File: src/hdl/srfr_pkg.sv
`default_nettype none

package srfr_pkg;

   // Result status codes carried in the low bits of rsp_tuser.
   typedef enum logic [2:0] {
      ST_IGNORED  = 3'd0,
      ST_CONSUMED = 3'd1,
      ST_OK       = 3'd2,
      ST_CSUM     = 3'd3,
      ST_FORMAT   = 3'd4,
      ST_BUSY     = 3'd5
   } status_type;

   // Request operation codes carried in req_tuser.
   typedef enum logic [1:0] {
      OP_BYTE  = 2'd0,
      OP_ARM   = 2'd1,
      OP_ABORT = 2'd2,
      OP_NONE  = 2'd3
   } op_type;

   // Frame framing constants.
   localparam logic [7:0] HDR1_BYTE    = 8'hAA;
   localparam logic [7:0] HDR2_BYTE    = 8'h55;
   localparam logic [7:0] GOOD_LENGTH  = 8'h10;
   localparam logic [7:0] ADDR_RESET   = 8'h01;
   localparam logic [8:0] FRAME_EXTRA  = 9'd5;
   localparam int         PAYLOAD_KEEP = 16;
   localparam int         WORD_COUNT   = 4;

endpackage

`default_nettype wire

File: src/hdl/sensor_response_frame_receiver_unit.sv
// Sensor response frame receiver.
// Requests arrive on req_tvalid/req_tready: req_tuser holds the operation
// (received byte, arm, abort) and req_tdata the received byte. Each request
// gives exactly one result on rsp_tvalid/rsp_tready: rsp_tuser holds the
// status and the data-valid flag, rsp_tdata the four held sensor words.
// A frame is AA 55, address, length, payload, XOR checksum; bytes count only
// while the receiver is armed, and a completed or aborted frame disarms it.
// The per-byte parse is one level of logic between the request and the
// result register: a result appears in the cycle after its request is taken,
// and one request is taken in every cycle while the result side keeps up.
// When the result side stalls, the pending result is held and req_tready
// drops until that result is taken; no request is lost.
// Reset clears the receive state, held words and valid flag, sets the device
// address to 1 and empties the result register. The user writes the device
// address via csr_wr_en/csr_wr_data only while the block is idle, unenforced.
`default_nettype none

module sensor_response_frame_receiver_unit #(
   parameter int BUFFER_BYTES = 32
) (
   input  wire logic         clock,
   input  wire logic         reset,
   input  wire logic         csr_wr_en,
   input  wire logic [7:0]   csr_wr_data,   // device_address
   input  wire logic         req_tvalid,
   output logic              req_tready,
   input  wire logic [1:0]   req_tuser,     // op
   input  wire logic [7:0]   req_tdata,     // rx_byte
   output logic              rsp_tvalid,
   input  wire logic         rsp_tready,
   output logic [3:0]        rsp_tuser,     // status [2:0], data_valid [3]
   output logic [127:0]      rsp_tdata      // up, left, down, right from bit 0
);
   import srfr_pkg::*;

   localparam int CntW = $clog2(BUFFER_BYTES + 1);

   typedef enum logic [2:0] {
      PH_HUNT = 3'd0,
      PH_HDR2 = 3'd1,
      PH_ADDR = 3'd2,
      PH_LEN  = 3'd3,
      PH_DATA = 3'd4
   } phase_type;

   logic [7:0]      addr_ff;
   logic            awaiting_ff, awaiting_in;
   phase_type       phase_ff, phase_in;
   logic [CntW-1:0] count_ff, count_in;
   logic [7:0]      length_ff, length_in;
   logic [7:0]      xor_ff, xor_in;
   logic [7:0]      payload_ff [PAYLOAD_KEEP];
   logic [31:0]     held_ff [WORD_COUNT];
   logic [31:0]     held_in [WORD_COUNT];
   logic            held_we;
   logic            valid_ff, valid_in;
   status_type      status_ff, status_in;
   logic            rsp_valid_ff;

   logic            req_take;
   op_type          op;
   logic [7:0]      rx_byte;
   logic [CntW-1:0] count_inc;
   logic [CntW-1:0] pos;
   logic [8:0]      len_total;
   logic [8:0]      frame_total;
   logic            pay_we;

   // A new request is taken whenever the result register is free or drains.
   assign req_tready = !rsp_valid_ff || rsp_tready;
   assign req_take   = req_tvalid && req_tready;
   assign op         = op_type'(req_tuser);
   assign rx_byte    = req_tdata;

   assign count_inc   = count_ff + CntW'(1);
   assign pos         = count_inc - CntW'(5);
   assign len_total   = FRAME_EXTRA + {1'b0, rx_byte};
   assign frame_total = FRAME_EXTRA + {1'b0, length_ff};

   // Assemble the little-endian words from the payload buffer.
   always_comb begin
      for (int k = 0; k < WORD_COUNT; k++) begin
         held_in[k] = {payload_ff[4*k+3], payload_ff[4*k+2],
                       payload_ff[4*k+1], payload_ff[4*k]};
      end
   end

   // Next state of the receiver for the request at the input.
   always_comb begin
      awaiting_in = awaiting_ff;
      phase_in    = phase_ff;
      count_in    = count_ff;
      length_in   = length_ff;
      xor_in      = xor_ff;
      valid_in    = valid_ff;
      status_in   = ST_IGNORED;
      held_we     = 1'b0;
      pay_we      = 1'b0;
      case (op)
         OP_BYTE: begin
            if (awaiting_ff) begin
               status_in = ST_CONSUMED;
               case (phase_ff)
                  PH_HDR2: begin
                     if (rx_byte == HDR2_BYTE) begin
                        phase_in = PH_ADDR;
                        count_in = CntW'(2);
                     end else begin
                        phase_in  = PH_HUNT;
                        count_in  = '0;
                        length_in = '0;
                        xor_in    = '0;
                        status_in = ST_IGNORED;
                     end
                  end
                  PH_ADDR: begin
                     if (rx_byte == addr_ff) begin
                        phase_in = PH_LEN;
                        count_in = CntW'(3);
                        xor_in   = rx_byte;
                     end else begin
                        phase_in  = PH_HUNT;
                        count_in  = '0;
                        length_in = '0;
                        xor_in    = '0;
                        status_in = ST_IGNORED;
                     end
                  end
                  PH_LEN: begin
                     if (len_total <= 9'(BUFFER_BYTES)) begin
                        length_in = rx_byte;
                        xor_in    = xor_ff ^ rx_byte;
                        count_in  = CntW'(4);
                        phase_in  = PH_DATA;
                     end else begin
                        phase_in  = PH_HUNT;
                        count_in  = '0;
                        length_in = '0;
                        xor_in    = '0;
                        status_in = ST_IGNORED;
                     end
                  end
                  PH_DATA: begin
                     if (9'(count_inc) >= frame_total) begin
                        // Checksum byte: judge the frame and disarm.
                        if (length_ff != GOOD_LENGTH) begin
                           valid_in  = 1'b0;
                           status_in = ST_FORMAT;
                        end else if (xor_ff != rx_byte) begin
                           valid_in  = 1'b0;
                           status_in = ST_CSUM;
                        end else begin
                           held_we   = 1'b1;
                           valid_in  = 1'b1;
                           status_in = ST_OK;
                        end
                        awaiting_in = 1'b0;
                        phase_in    = PH_HUNT;
                        count_in    = '0;
                        length_in   = '0;
                        xor_in      = '0;
                     end else begin
                        count_in = count_inc;
                        xor_in   = xor_ff ^ rx_byte;
                        pay_we   = (pos < CntW'(PAYLOAD_KEEP));
                     end
                  end
                  default: begin
                     if (rx_byte == HDR1_BYTE) begin
                        phase_in = PH_HDR2;
                        count_in = CntW'(1);
                     end else begin
                        phase_in  = PH_HUNT;
                        status_in = ST_IGNORED;
                     end
                  end
               endcase
            end
         end
         OP_ARM: begin
            if (awaiting_ff) begin
               status_in = ST_BUSY;
            end else begin
               awaiting_in = 1'b1;
               phase_in    = PH_HUNT;
               count_in    = '0;
               length_in   = '0;
               xor_in      = '0;
               status_in   = ST_CONSUMED;
            end
         end
         OP_ABORT: begin
            awaiting_in = 1'b0;
            phase_in    = PH_HUNT;
            count_in    = '0;
            length_in   = '0;
            xor_in      = '0;
            status_in   = ST_CONSUMED;
         end
         default: begin
            status_in = ST_IGNORED;
         end
      endcase
   end

   // Receiver state, held words and the result register.
   always_ff @(posedge clock) begin
      if (reset) begin
         addr_ff      <= ADDR_RESET;
         awaiting_ff  <= 1'b0;
         phase_ff     <= PH_HUNT;
         count_ff     <= '0;
         length_ff    <= '0;
         xor_ff       <= '0;
         valid_ff     <= 1'b0;
         status_ff    <= ST_IGNORED;
         rsp_valid_ff <= 1'b0;
         for (int k = 0; k < WORD_COUNT; k++) begin
            held_ff[k] <= '0;
         end
      end else begin
         if (csr_wr_en) begin
            addr_ff <= csr_wr_data;
         end
         if (req_take) begin
            awaiting_ff <= awaiting_in;
            phase_ff    <= phase_in;
            count_ff    <= count_in;
            length_ff   <= length_in;
            xor_ff      <= xor_in;
            valid_ff    <= valid_in;
            status_ff   <= status_in;
            if (held_we) begin
               for (int k = 0; k < WORD_COUNT; k++) begin
                  held_ff[k] <= held_in[k];
               end
            end
         end
         if (req_take) begin
            rsp_valid_ff <= 1'b1;
         end else if (rsp_tready) begin
            rsp_valid_ff <= 1'b0;
         end
      end
   end

   // Payload buffer, written one byte at a time.
   always_ff @(posedge clock) begin
      if (req_take && pay_we) begin
         payload_ff[pos[3:0]] <= rx_byte;
      end
   end

   // Held words and the valid flag only change when the pending result drains,
   // so the result reads them directly.
   assign rsp_tvalid = rsp_valid_ff;
   assign rsp_tuser  = {valid_ff, status_ff};
   assign rsp_tdata  = {held_ff[3], held_ff[2], held_ff[1], held_ff[0]};

   // A good frame always leaves the valid flag set.
   a_ok_sets_valid: assert property (@(posedge clock) disable iff (reset)
      (rsp_valid_ff && status_ff == ST_OK) |-> valid_ff)
      else $error("frame ok reported without valid flag");

   // A failed frame always leaves the valid flag clear.
   a_err_clears_valid: assert property (@(posedge clock) disable iff (reset)
      (rsp_valid_ff && (status_ff == ST_CSUM || status_ff == ST_FORMAT)) |-> !valid_ff)
      else $error("frame error reported with valid flag set");

   // The parser only leaves the hunting phase while armed.
   a_phase_armed: assert property (@(posedge clock) disable iff (reset)
      (phase_ff != PH_HUNT) |-> awaiting_ff)
      else $error("receive phase advanced while not armed");

   // Arming an idle receiver takes effect on the next cycle.
   a_arm_takes: assert property (@(posedge clock) disable iff (reset)
      (req_take && op == OP_ARM && !awaiting_ff) |=> awaiting_ff)
      else $error("arm request did not arm the receiver");

endmodule

`default_nettype wire

File: config.mk
export PLATFORM = sky130hd
export DESIGN_NAME = sensor_response_frame_receiver_unit
export DESIGN_NICKNAME = d
export VERILOG_FILES = /design/src/hdl/srfr_pkg.sv /design/src/hdl/sensor_response_frame_receiver_unit.sv
export SDC_FILE = /design/constraint.sdc
export NUM_CORES = 1
export LEC_CHECK = 0
export BUFFER_PORTS_ARGS = -buffer_cell sky130_fd_sc_hd__buf_4
export CORE_MARGIN = 10
export CORE_UTILIZATION = 55
export DETAILED_ROUTE_END_ITERATION = 8
export GPL_ROUTABILITY_DRIVEN = 0
export HOLD_SLACK_MARGIN = 0.06
export PLACE_DENSITY_LB_ADDON = 0.12
export REMOVE_ABC_BUFFERS = 1
export SYNTH_ARGS = -nofsm -noshare
export SYNTH_HDL_FRONTEND = slang
export SYNTH_SLANG_ARGS = --single-unit
File: constraint.sdc
create_clock -name clock -period 19.65 [get_ports clock]
set_input_delay 1.965 -clock clock [delete_from_list [all_inputs] [get_ports clock]]
set_output_delay 1.965 -clock clock [all_outputs]
set_load 0.03 [all_outputs]
[After elaboration in Yosys (flattened, before gate mapping)]
Memories as Yosys holds them, arrays and structs flattened.
Cells that the tools add are included.
Storage, ports and cells
  bits in writable memories: 256
  logic and storage cells: 124
  bits in read-only memories: 0
  latch bits: 0
  memories kept: 2
  bits in registers: 39
Memory list
  held_ff: words 4, width 32, read ports 4, clocked after memory_dff 0, write ports 4, RTL line sensor_response_frame_receiver_unit.sv:53  | logic [31:0] held_ff [WORD_COUNT];
  payload_ff: words 16, width 8, read ports 16, clocked after memory_dff 0, write ports 1, RTL line sensor_response_frame_receiver_unit.sv:52  | logic [7:0] payload_ff [PAYLOAD_KEEP];
Operators by class
  reductions and logical operators: 13
  multiplexer cells: 70
  add/subtract/negate cells: 4
  order comparisons: 3
  equality and inequality tests: 18
  bitwise logic cells: 5
  shift operators: 0
  div/mod/pow operators: 0
  multiply operators: 0
Operator list (count)
  $mux 32: 4
  $mux 8: 10
  $pmux 8 s4: 2
  $pmux 8 s3: 2
  $mux 1: 28
  $mux 3: 9
  $mux 6: 4
  $pmux 3 s4: 2
  $pmux 6 s4: 1
  $add 3x8->9 const A: 2
  $pmux 3 s3: 2
  $pmux 6 s3: 1
  $reduce_and 5->1: 3
  $ge 6x9->1: 1
  $le 9x6->1 const B: 1
  $ne 3x3->1 const B: 3
  $eq 8x7->1 const B: 1
  $eq 8x8->1: 1
  $eq 8x8->1 const B: 1
  $mux 2: 4
  $ne 8x5->1 const B: 1
  $ne 8x8->1: 1
  $reduce_and 8->1: 1
  $xor 8x8->8: 1
  21 further kinds: 27

[Logic depth before layout (Yosys ltp)]
Gate-level depths: netlist of the first run.
  word-level depth: 12
  mapped depth: 14
  gate-level depth less buffers: 11

[Worst setup path after synthesis of the first run]
No wires, ideal clock.
  path type: input -> register
  start point: input port rsp_tready
  end point: memory held_ff[0][0], enable pin
  buffers on the path: 1
  data arrival time: 8886 ps
  setup slack: 10122 ps
  data required time: 19008 ps
  stages on the path: 6
  setup time: 642 ps
  cell sequence: nand2b_1 clkbuf_1 nand4_4 nor2_1 nand2_1 o21bai_1
RTL lines
  start: declaration: RTL line sensor_response_frame_receiver_unit.sv:30  | input wire logic rsp_tready,
  end: declaration: RTL line sensor_response_frame_receiver_unit.sv:53

==> metrics.md, run 1 <==
| Metric | Value |
|---|---|
| Register area share after synthesis | `73.0%` |
| Synthesis-to-layout area growth | `19.9%` |
| Final Cycle Share | `approximately a quarter` |
| Post-synth EDFFs | `between 200 and 300` |
| CP required | `19.79 ns` |
| Post-CTS sizing | `0` |
| Detailed Routing Iterations Pass 1 | `5` |
| RSZ-0062 raised after global routing | `no` |
| Final setup TNS | `0 ns` |
| FF/Latch Area | `8470 sq um` |
| IO buf count | `156` |
| Worst-margin pin slew | `1.05 ns` |
| Yosys reg bits | `295` |
| Clock Latency Late Sink | `0.54 ns` |
| Std cell rows | `53` |
| Global-route wire length before repair | `between 30 and 40 mm` |
| Routed WL | `23.7 mm` |
| CTS Buffer Depth | `3` |
| Layout cells sized above 1 | `24.2%` |
| Critical setup path kind | `flip-flop to flip-flop` |
| Die width | `165 um` |
| I/O pin count | `157` |
| Critical Path End Type | `flip-flop` |
| R2r startpoint | `count_ff[0]` |
| Vias in the first global route | `roughly 6700` |
| Final setup viols | `0` |
| GR Util All Layers | `between 15 and 20%` |
| Ys async rst share | `0%` |
| Clk pwr share | `between 30 and 40%` |
| Yosys cell types | `58` |
| CTS H-Tree Depth | `1` |
| Min cycle time layout | `roughly 5 ns` |
| Main synth FF type | `edfxtp_1` |
| Postcts setup bufs | `0` |
| Top cells by count, synth | `edfxtp_1 (256), and2_1 (133), dfxtp_1 (39)` |
| Multi-input gate area | `2990 sq um` |
| Root Driver | `clkbuf_16` |
| Die area | `27300 sq um` |
| Dpl cells | `1170` |
| Dpl hpwl | `15.4 mm` |
| Mapped Area | `11600 sq um` |
| CTS Buf Count | `27` |
| Syn_area_per_cell | `15.0 sq um` |
| DR DRC count | `0` |
| FMAX | `200 MHz` |
| Arrival time worst endpoint | `5.15 ns` |
| Sw power | `0.277 mW` |
| # fillers | `about 1500` |
| Gate power share | `under 10%` |
| Routed Antenna Nets | `0` |
| Largest net degree at the start of global routing | `89` |
| Number of vias per cell | `approximately 5.4` |
| Core ar. | `20900 sq um` |
| Count leader, synth | `edfxtp_1` |
| Crit-path cells | `ha_1 -> nand3_1 -> xor2_1 -> inv_1 -> ha_1 -> o21ai_0 -> nor2_1 -> a2bb2oi_1 -> nand2_1 -> o21bai_4 -> buf_4 -> buf_4` |
| Share of the synthesized area in the top cell type | `66.3%` |
| Die Span Y | `between 150 and 200 um` |
| Drt wl/cell | `between 15 and 20 um` |
| Status | `complete, no violations` |
| Crit path capture | `held_ff[1][23]` |
| Initial antenna violation count | `0` |
| Hold path start | `status_ff[1]` |
| Reg power frac | `54.9%` |
| Vias after detailed routing | `6582` |
| Leakage | `between 4 and 5 nW` |
| Sw Share | `21.7%` |
| Synthesis warning total | `0` |
| Final net count | `963` |
| Clock transition at the registers of the reported paths | `0.06 ns` |
| Clock sink total | `slightly below 300` |
| Synth area leader | `edfxtp_1` |
| Starting Density | `around 56%` |
| ANT cells | `0` |
| Cts hold-fix bufs | `0` |
| Max FO, Critical Path | `88` |
| CP startpoint | `count_ff[0]` |
| Iter 0 DRT Violations | `417` |
| Pwr Density | `91.8 nW/um^2` |
| Clock Skew | `0.0159 ns` |
| Remaining global-route overflow | `0` |
| Worst Hold Class | `flip-flop to flip-flop` |
| Final Hold Fails | `0` |
| Max_cap viols | `0` |
| Peak VDD IR | `0.0573 mV` |
| Final Non-Filler Cells | `between 1000 and 1500` |
| Top cells by area, synth | `edfxtp_1 (66%), and2_1 (7.2%), dfxtp_1 (6.7%)` |
| TritonCTS clock tree | `yes` |
| Internal Power | `0.999 mW` |
| Slowest stage delay, CP | `around 0.9 ns` |
| Pins Over Slew Limit | `0` |
| R2R Path End | `held_ff[1][23]` |
| Setup crit start kind | `flip-flop` |
| Slowest CP cell | `buf_4` |
| Flop2flop setup slack | `14.65 ns` |
| Synthesized instance count | `773` |
| Max-slew headroom | `30.1%` |
| Cells on worst reg2reg path | `12` |
[layout make-up]
class	count	area share, %
clock inverters	13	0.693
clock buffers	37	5.35
repair buffers	160	8.64
flip-flops and latches	295	60.9
multi-input cells	426	21.5
inverters	14	0.378
well taps	275	2.48
[layout by cell type, fill, tap and decap left out, drive strengths merged, types with 11 or more instances in the layout]
cell type    n
dfxtp       39
nand2       30
nor4b       16
nor2b       11
nor2        32
ha          16
xnor2       11
nand3       16
edfxtp     256
inv         15
o21ai       15
buf        160
and2       133
xor2        14
mux2i       11
clkinv      11
a21oi       20
clkbuf      37
[layer usage]
metal	global-route usage [%]	part of all wire, %
met4	5.27	2.3
met2	28.4	49
met5	0	0
met3	3.69	7.8
met1	21.2	41
[stage by stage]
| stage | util, % | power (mW) | hold WS, ns | area (sq um) | setup slack (ns) |
|---|---|---|---|---|---|
| after global routing | 66.5 | 1.32 | 0.513 | 13900 | 14.27 |
| after global placement | 62.5 | 0.798 | 0.448 | 13100 | 14.39 |
| after detailed placement | 62.5 | 0.800 | 0.452 | 13100 | 14.24 |
| final | 66.5 | 1.28 | 0.466 | 13900 | 14.65 |
| after floorplan | - | 0.760 | 0.481 | 11400 | 10.13 |
| after CTS | 66.5 | 1.29 | 0.470 | 13900 | 14.68 |
[critical path, delay by kind of cell (launching register included)]
kind | cells | cell delay, ns
AND/OR/NAND/NOR | 3 | 0.82
flip-flops | 1 | 0.54
buffers and inverters | 3 | 1.48
XOR/XNOR | 1 | 0.35
adder cells (fa/ha/maj) | 2 | 0.68
AO/OA/AOI/OAI | 3 | 0.68
[power groups by stage]
stage	combinational [mW]	clock [mW]	sequential [mW]
after floorplan	0.0149	0	0.745
after global placement	0.0838	0	0.714
after detailed placement	0.0851	0	0.714
after CTS	0.0852	0.501	0.701
after global routing	0.0890	0.528	0.702
final	0.0842	0.491	0.701
[worst min-delay path by stage]
stage          slack (ns)  cells past startpoint            to
2_1_floorplan        0.48                      2   count_ff[5]
3_3_place_gp         0.45                      2  status_ff[1]
3_5_place_dp         0.45                      2  status_ff[1]
4_1_cts              0.47                      2  status_ff[1]
5_1_grt              0.51                      2  status_ff[1]
6_report             0.47                      2  status_ff[1]
[registers in the layout (all words and copies together), names as in the netlist]
signal,cells
rsp_tvalid,1
phase_ff,3
valid_ff,1
count_ff,6
length_ff,8
awaiting_ff,1
status_ff,3
held_ff,128
addr_ff,8
payload_ff,128
xor_ff,8
[logic make-up (layout without fill, tap and decap cells)]
group / count (synthesis) / in the layout / share of synthesized area, %
AO/OA/AOI/OAI: 83 / 83 / 5.13
XOR/XNOR: 25 / 25 / 1.89
adder cells (fa/ha/maj): 16 / 16 / 1.73
buffers and inverters: 52 / 224 / 2.09
flip-flops: 295 / 295 / 73.0
multiplexers: 12 / 12 / 1.05
AND/OR/NAND/NOR: 290 / 290 / 15.1
No activity file was read; power rests on OpenSTA's default activity.
==> inputs of run 2 (changes only) <==
--- a/config.mk
+++ b/config.mk
@@ -7,7 +7,7 @@
 export LEC_CHECK = 0
 export BUFFER_PORTS_ARGS = -buffer_cell sky130_fd_sc_hd__buf_4
 export CORE_MARGIN = 10
-export CORE_UTILIZATION = 55
+export CORE_UTILIZATION = 52
 export DETAILED_ROUTE_END_ITERATION = 8
 export GPL_ROUTABILITY_DRIVEN = 0
 export HOLD_SLACK_MARGIN = 0.06
==> constraint.sdc (replaced) <==
create_clock -name clock -period 4.5 [get_ports clock]
set_input_delay 0.45 -clock clock [delete_from_list [all_inputs] [get_ports clock]]
set_output_delay 0.45 -clock clock [all_outputs]
set_load 0.03 [all_outputs]
==> run 2 against run 1 <==
  * Combinational power grew to 4.4 times the previous value
  * Sequential power grew to 4.4 times the previous value
  * Die area grew 5.1%
  * Highest routed layer unchanged
  * Largest cell class unchanged
  * Fmax grew 26%
==> metrics.md, run 2 (synthesis gave the netlist of run 1 again) <==
| Metric | Value |
|---|---|
| FMAX | `251 MHz (+26%)` |
| Sw power | `1.21 mW (+340%)` |
| Synthesis-to-layout area growth | `21.2%` |
| Final worst setup slack | `0.517 ns (-14.13 ns)` |
| Global-route wire length before repair | `38.8 mm (+7.2%)` |
| Routed Antenna Nets | `0 (unchanged)` |
| Arrival time worst endpoint | `4.12 ns (-1.03 ns)` |
| Postcts setup bufs | `0 (unchanged)` |
| CP dominant cell by count | `ha_1` |
| DR DRC count | `0 (unchanged)` |
| Clock Latency Late Sink | `0.53 ns (about the same)` |
| Pwr Total | `5.62 mW (+340%)` |
| Drt wl/cell | `19.9 um (+2.5%)` |
| TritonCTS clock tree | `yes` |
| Leakage | `5.07 nW (+1.6%)` |
| Worst Hold Class | `input port to flip-flop` |
| Setup crit start kind | `flip-flop` |
| R2r startpoint | `count_ff[0]` |
| IO buf count | `156 (unchanged)` |
| Crit-path cells | `ha_1 -> nand3_1 -> xor2_1 -> inv_1 -> ha_1 -> a211o_1 -> a21oi_1 -> a2bb2oi_1 -> and2_1 -> nor4b_2` |
| Pwr Density | `400 nW/um^2 (+340%)` |
| ANT cells | `0 (unchanged)` |
| Detailed Routing Iterations Pass 1 | `5 (unchanged)` |
| Clock Skew | `0.0258 ns (+0.00997 ns)` |
| Min cycle time layout | `3.98 ns (-1.02 ns)` |
| Dpl ws | `0.540 ns (-13.70 ns)` |
| I/O pin count | `157 (unchanged)` |
| Critical setup path kind | `flip-flop to flip-flop` |
| GR Util All Layers | `16.8% (about the same)` |
| Core ar. | `21900 sq um (+4.8%)` |
| Peak VDD IR | `0.228 mV (+300%)` |
| Worst-margin pin slew | `0.864 ns (-0.182 ns)` |
| Status | `complete, no violations` |
| Final Cycle Share | `88.5% (+63 points)` |
| Clock sink total | `295 (unchanged)` |
| Clock transition at the registers of the reported paths | `0.06 ns (about the same)` |
| Largest net degree at the start of global routing | `102 (+15%)` |
| Sw Share | `21.5% (-0.23 points)` |
| Slowest stage delay, CP | `0.87 ns (-0.03 ns)` |
| Final setup viols | `0 (unchanged)` |
| Pins Over Slew Limit | `0 (unchanged)` |
| Number of vias per cell | `5.43 (+0.57%)` |
| CP required | `4.64 ns (-15.15 ns)` |
| Post-CTS sizing | `0 (unchanged)` |
| Max_cap viols | `0 (unchanged)` |
| Die area | `28700 sq um (+5.1%)` |
| Most common cell after layout, fill and taps aside | `edfxtp_1` |
| Most frequent cells in the layout | `edfxtp_1 (256), buf_4 (171), and2_1 (133), dfxtp_1 (39), nor2_1 (32)` |
| Final core utilization | `64.2% (-2.4 points)` |
| Reg power frac | `54.4% (-0.5 points)` |
| Cts hold-fix bufs | `0 (unchanged)` |
| Gate power share | `6.7% (about the same)` |
| Slowest CP cell | `nor4b_2` |
| Dpl hpwl | `16.1 mm (+4.4%)` |
| CTS Buf Count | `29 (+7.4%)` |
| Root Driver | `clkbuf_16` |
| Routed WL | `24.7 mm (+4.1%)` |
| CP startpoint | `count_ff[0]` |
| Final setup TNS | `0 ns (unchanged)` |
| Vias in the first global route | `6930 (+4.0%)` |
| Initial antenna violation count | `0 (unchanged)` |
| CTS Buffer Depth | `3 (unchanged)` |
| Iter 0 DRT Violations | `486 (+17%)` |
| Max-slew headroom | `42.2% (+12 points)` |
| Critical Path End Type | `flip-flop` |
| Final net count | `978 (+1.6%)` |
| Starting Density | `53.0% (-2.5 points)` |
| Internal Power | `4.41 mW (+340%)` |
| CTS H-Tree Depth | `1 (unchanged)` |
| RSZ-0062 raised after global routing | `no` |
| Max FO, Critical Path | `13 (-85%)` |
| Clk pwr share | `39.0% (+0.5 points)` |
| Remaining global-route overflow | `0 (unchanged)` |
| Die Span Y | `169 um (+2.5%)` |
| Final Hold Fails | `0 (unchanged)` |
| WHS | `0.125 ns (-0.341 ns)` |
| Hold path start | `csr_wr_data[0]` |
| Vias after detailed routing | `6728 (+2.2%)` |
| Std cell rows | `54 (+1.9%)` |
| Layout cells sized above 1 | `25.0% (+0.77 points)` |
| Die width | `169 um (+2.5%)` |
run 2: cell types whose count changed in the layout (fill, tap and decap cells not counted):
cell	before	now
buf_4	160	171
clkbuf_1	7	13
buf_12	0	2
clkbuf_16	27	29
clkbuf_8	3	1
clkinv_1	4	2
clkinv_2	5	4
clkinv_4	2	1
clkinvlp_4	0	1
inv_6	1	0
run 2: critical path: cells and delay by family, from the launching register on:
kind | cells | cell delay, ns
XOR/XNOR | 1 | 0.38
AO/OA/AOI/OAI | 3 | 0.50
adder cells (fa/ha/maj) | 2 | 0.62
flip-flops | 1 | 0.50
AND/OR/NAND/NOR | 3 | 1.46
buffers and inverters | 1 | 0.11
run 2: power groups by stage:
stage | Sequential, mW | Combinational [mW] | Clock (mW)
3_5_place_dp | 3.12 | 0.379 | 0
6_report | 3.06 | 0.374 | 2.19
5_1_grt | 3.06 | 0.395 | 2.36
2_1_floorplan | 3.25 | 0.0652 | 0
4_1_cts | 3.06 | 0.380 | 2.24
3_3_place_gp | 3.11 | 0.374 | 0
run 2: layer usage:
layer | GRT usage (%) | wire, um
met1 | 21.7 | 10400
met2 | 28.7 | 12200
met3 | 3.29 | 1640
met4 | 3.86 | 402
met5 | 0 | 0
run 2: through the flow:
stage / cell area [sq um] / instances
3_3_place_gp: 13200 / 1188
2_1_floorplan: 11400 / 735
3_5_place_dp: 13200 / 1188
4_1_cts: 14100 / 1240
6_report: 14100 / 1240
5_1_grt: 14100 / 1240
run 2: layout make-up:
| class | count | area [sq um] |
|---|---|---|
| clock buffer | 43 | 788 |
| multi-input combinational | 426 | 2990 |
| timing repair buffer | 173 | 1320 |
| clock inverter | 9 | 73.8 |
| fill | 1616 | 7840 |
| sequential | 295 | 8470 |
| inverter | 14 | 52.6 |
| tap | 280 | 350 |
run 2: final timing paths:
kind,endpoint,depth (start not counted),slack [ns]
max reg2reg,payload_ff[13][4],10,0.52
min reg2reg,status_ff[1],2,0.48
max,payload_ff[13][4],10,0.52
min,addr_ff[0],2,0.13
==> inputs of run 3 (changes only) <==
--- a/config.mk
+++ b/config.mk
@@ -7,11 +7,12 @@
 export LEC_CHECK = 0
 export BUFFER_PORTS_ARGS = -buffer_cell sky130_fd_sc_hd__buf_4
 export CORE_MARGIN = 10
-export CORE_UTILIZATION = 52
+export CORE_UTILIZATION = 40
 export DETAILED_ROUTE_END_ITERATION = 8
 export GPL_ROUTABILITY_DRIVEN = 0
 export HOLD_SLACK_MARGIN = 0.06
 export PLACE_DENSITY_LB_ADDON = 0.12
+export RECOVER_POWER = 100
 export REMOVE_ABC_BUFFERS = 1
 export SYNTH_ARGS = -nofsm -noshare
 export SYNTH_HDL_FRONTEND = slang
==> run 3 against run 2 <==
  * The run now ends with max-capacitance violations, max-slew violations left
  * Total power increased by 4.5%
  * Global-route usage decreased by 2.9 points
  * Critical path depth rose by 1
  * Critical endpoint is now payload_ff[14][5]
  * Highest routed layer unchanged
==> metrics.md, run 3 (synthesis gave the netlist of run 1 again) <==
| Metric | Value |
|---|---|
| Initial antenna violation count | `0 (unchanged)` |
| Synthesis-to-layout area growth | `17.6%` |
| Core ar. | `28600 sq um (+31%)` |
| Status | `finished with violations` |
| Layout cells sized above 1 | `8.70% (-16 points)` |
| Sw power | `1.29 mW (+6.6%)` |
| Post-CTS sizing | `0 (unchanged)` |
| Worst-margin pin slew | `1.84 ns (+0.975 ns)` |
| Clock Latency Late Sink | `0.54 ns (about the same)` |
| Pins Over Slew Limit | `120 (+120)` |
| Drt wl/cell | `19.2 um (-3.6%)` |
| Root Driver | `clkbuf_16` |
| Die Span Y | `190 um (+12%)` |
| Clock Skew | `0.0108 ns (-0.0150 ns)` |
| Max FO, Critical Path | `9 (-4)` |
| Die area | `36200 sq um (+26%)` |
| Leakage | `4.51 nW (-11%)` |
| Final net count | `980 (+0.20%)` |
| Die width | `190 um (+12%)` |
| Routed WL | `25.9 mm (+4.9%)` |
| Vias after detailed routing | `6486 (-3.6%)` |
| Sw Share | `21.9% (+0.43 points)` |
| Arrival time worst endpoint | `4.07 ns (-0.05 ns)` |
| Violated checks | `max-capacitance violations, max-slew violations` |
| Worst Hold Class | `input port to flip-flop` |
| Clk pwr share | `42.4% (+3.4 points)` |
| Finished Cell Area | `13600 sq um (-3.0%)` |
| Final Hold Fails | `0 (unchanged)` |
| Std cell rows | `62 (+15%)` |
| Final Cycle Share | `87.0% (-1.5 points)` |
| Pwr Total | `5.87 mW (+4.5%)` |
| Internal Power | `4.59 mW (+3.9%)` |
| Routed Antenna Nets | `0 (unchanged)` |
| Clock sink total | `295 (unchanged)` |
| DP Area | `13300 sq um (+1.1%)` |
| IO buf count | `156 (unchanged)` |
| Clock transition at the registers of the reported paths | `0.07 ns (about the same)` |
| Final setup viols | `0 (unchanged)` |
| GR Util All Layers | `13.8% (-2.9 points)` |
| Most frequent cells in the layout | `edfxtp_1 (256), clkbuf_1 (162), and2_1 (82), and2_0 (51), dfxtp_1 (39)` |
| Starting Density | `40.5% (-12 points)` |
| CTS Buf Count | `30 (+3.4%)` |
| # fillers | `2616 (+62%)` |
| Final core utilization | `47.6% (-17 points)` |
| CP required | `4.66 ns (+0.02 ns)` |
| Dpl hpwl | `16.1 mm (+0.34%)` |
| Detailed Routing Iterations Pass 1 | `4 (-1)` |
| WHS | `0.114 ns (-0.0111 ns)` |
| FMAX | `255 MHz (+1.7%)` |
| Cts hold-fix bufs | `0 (unchanged)` |
| Gate power share | `5.5% (-1.2 points)` |
| CTS H-Tree Depth | `1 (unchanged)` |
| Number of vias per cell | `4.81 (-11%)` |
| TritonCTS clock tree | `yes` |
| Critical setup path kind | `flip-flop to flip-flop` |
| Reg power frac | `52.1% (-2.3 points)` |
| Peak VDD IR | `0.228 mV (-0.11%)` |
| Global-route wire length before repair | `39.5 mm (+1.8%)` |
| Max-slew headroom | `-22.6% (-65 points)` |
| ANT cells | `0 (unchanged)` |
| Largest net degree at the start of global routing | `80 (-22%)` |
| I/O pin count | `157 (unchanged)` |
| Final setup TNS | `0 ns (unchanged)` |
| Vias in the first global route | `6619 (-4.5%)` |
| Remaining global-route overflow | `0 (unchanged)` |
| Pwr Density | `431 nW/um^2 (+7.7%)` |
| Max_cap viols | `5 (+5)` |
| DR DRC count | `0 (unchanged)` |
| Min cycle time layout | `3.92 ns (-0.0657 ns)` |
| Most common cell after layout, fill and taps aside | `edfxtp_1` |
| Postcts setup bufs | `0 (unchanged)` |
| RSZ-0062 raised after global routing | `no` |
| CTS Buffer Depth | `3 (unchanged)` |
| Setup crit start kind | `flip-flop` |
| Critical Path End Type | `flip-flop` |
| Iter 0 DRT Violations | `408 (-16%)` |
run 3: cell types whose count changed in the layout (fill, tap and decap cells not counted), moves of 9 or more:
cell      change
clkbuf_1    +149
and2_0       +51
nor4b_2       -9
and2_1       -51
buf_4       -156
nor4b_1       +9
run 3: path summary, 6_finish.rpt:
check / from / end / slack [ns] / depth (start not counted)
max: count_ff[1] / payload_ff[14][5] / 0.58 / 11
min: csr_wr_data[0] / addr_ff[0] / 0.11 / 2
max reg2reg: count_ff[1] / payload_ff[14][5] / 0.58 / 11
min reg2reg: status_ff[1] / status_ff[1] / 0.46 / 2
run 3: layout make-up:
type,count,area [sq um],area share [%]
clock buffers,39,806,5.91
clock inverters,17,191,1.40
inverters,14,52.6,0.385
multi-input cells,426,2910,21.4
flip-flops and latches,295,8470,62.1
well taps,384,480,3.52
repair buffers,174,721,5.29
run 3: per-layer routing:
metal / vias up / routed length [um] / share of wire [%] / track usage, %
met5: - / 0 / 0 / 0
met2: 176 / 12100 / 47 / 22.5
li1: 3171 / - / - / -
met1: 3109 / 11700 / 45 / 18.6
met4: 0 / 346 / 1.3 / 3.09
met3: 30 / 1730 / 6.7 / 3.07
run 3: stage by stage:
stage                     instances  worst slack (ns)
after detailed placement       1293             0.588
after CTS                      1349             0.582
after global routing           1349             0.163
after global placement         1293             0.668
final                          1349             0.583
after floorplan                 735             -4.48
run 3: worst max-delay path, stage by stage, from the launching register on:
cell,delay [ns]
dfxtp_1,0.41
ha_1,0.32
nand3_1,0.12
xor2_1,0.33
inv_1,0.12
ha_1,0.24
a211o_1,0.27
a21oi_1,0.11
a2bb2oi_1,0.12
and2_1,0.35
clkbuf_1,0.26
nor4b_2,0.88
run 3: power by group through the flow:
stage	clock [mW]	sequential, mW	combinational (mW)
finish	2.49	3.06	0.321
CTS	2.56	3.06	0.389
detailed placement	0	3.12	0.388
global placement	0	3.12	0.387
global route	2.67	3.06	0.344
floorplan	0	3.25	0.0652
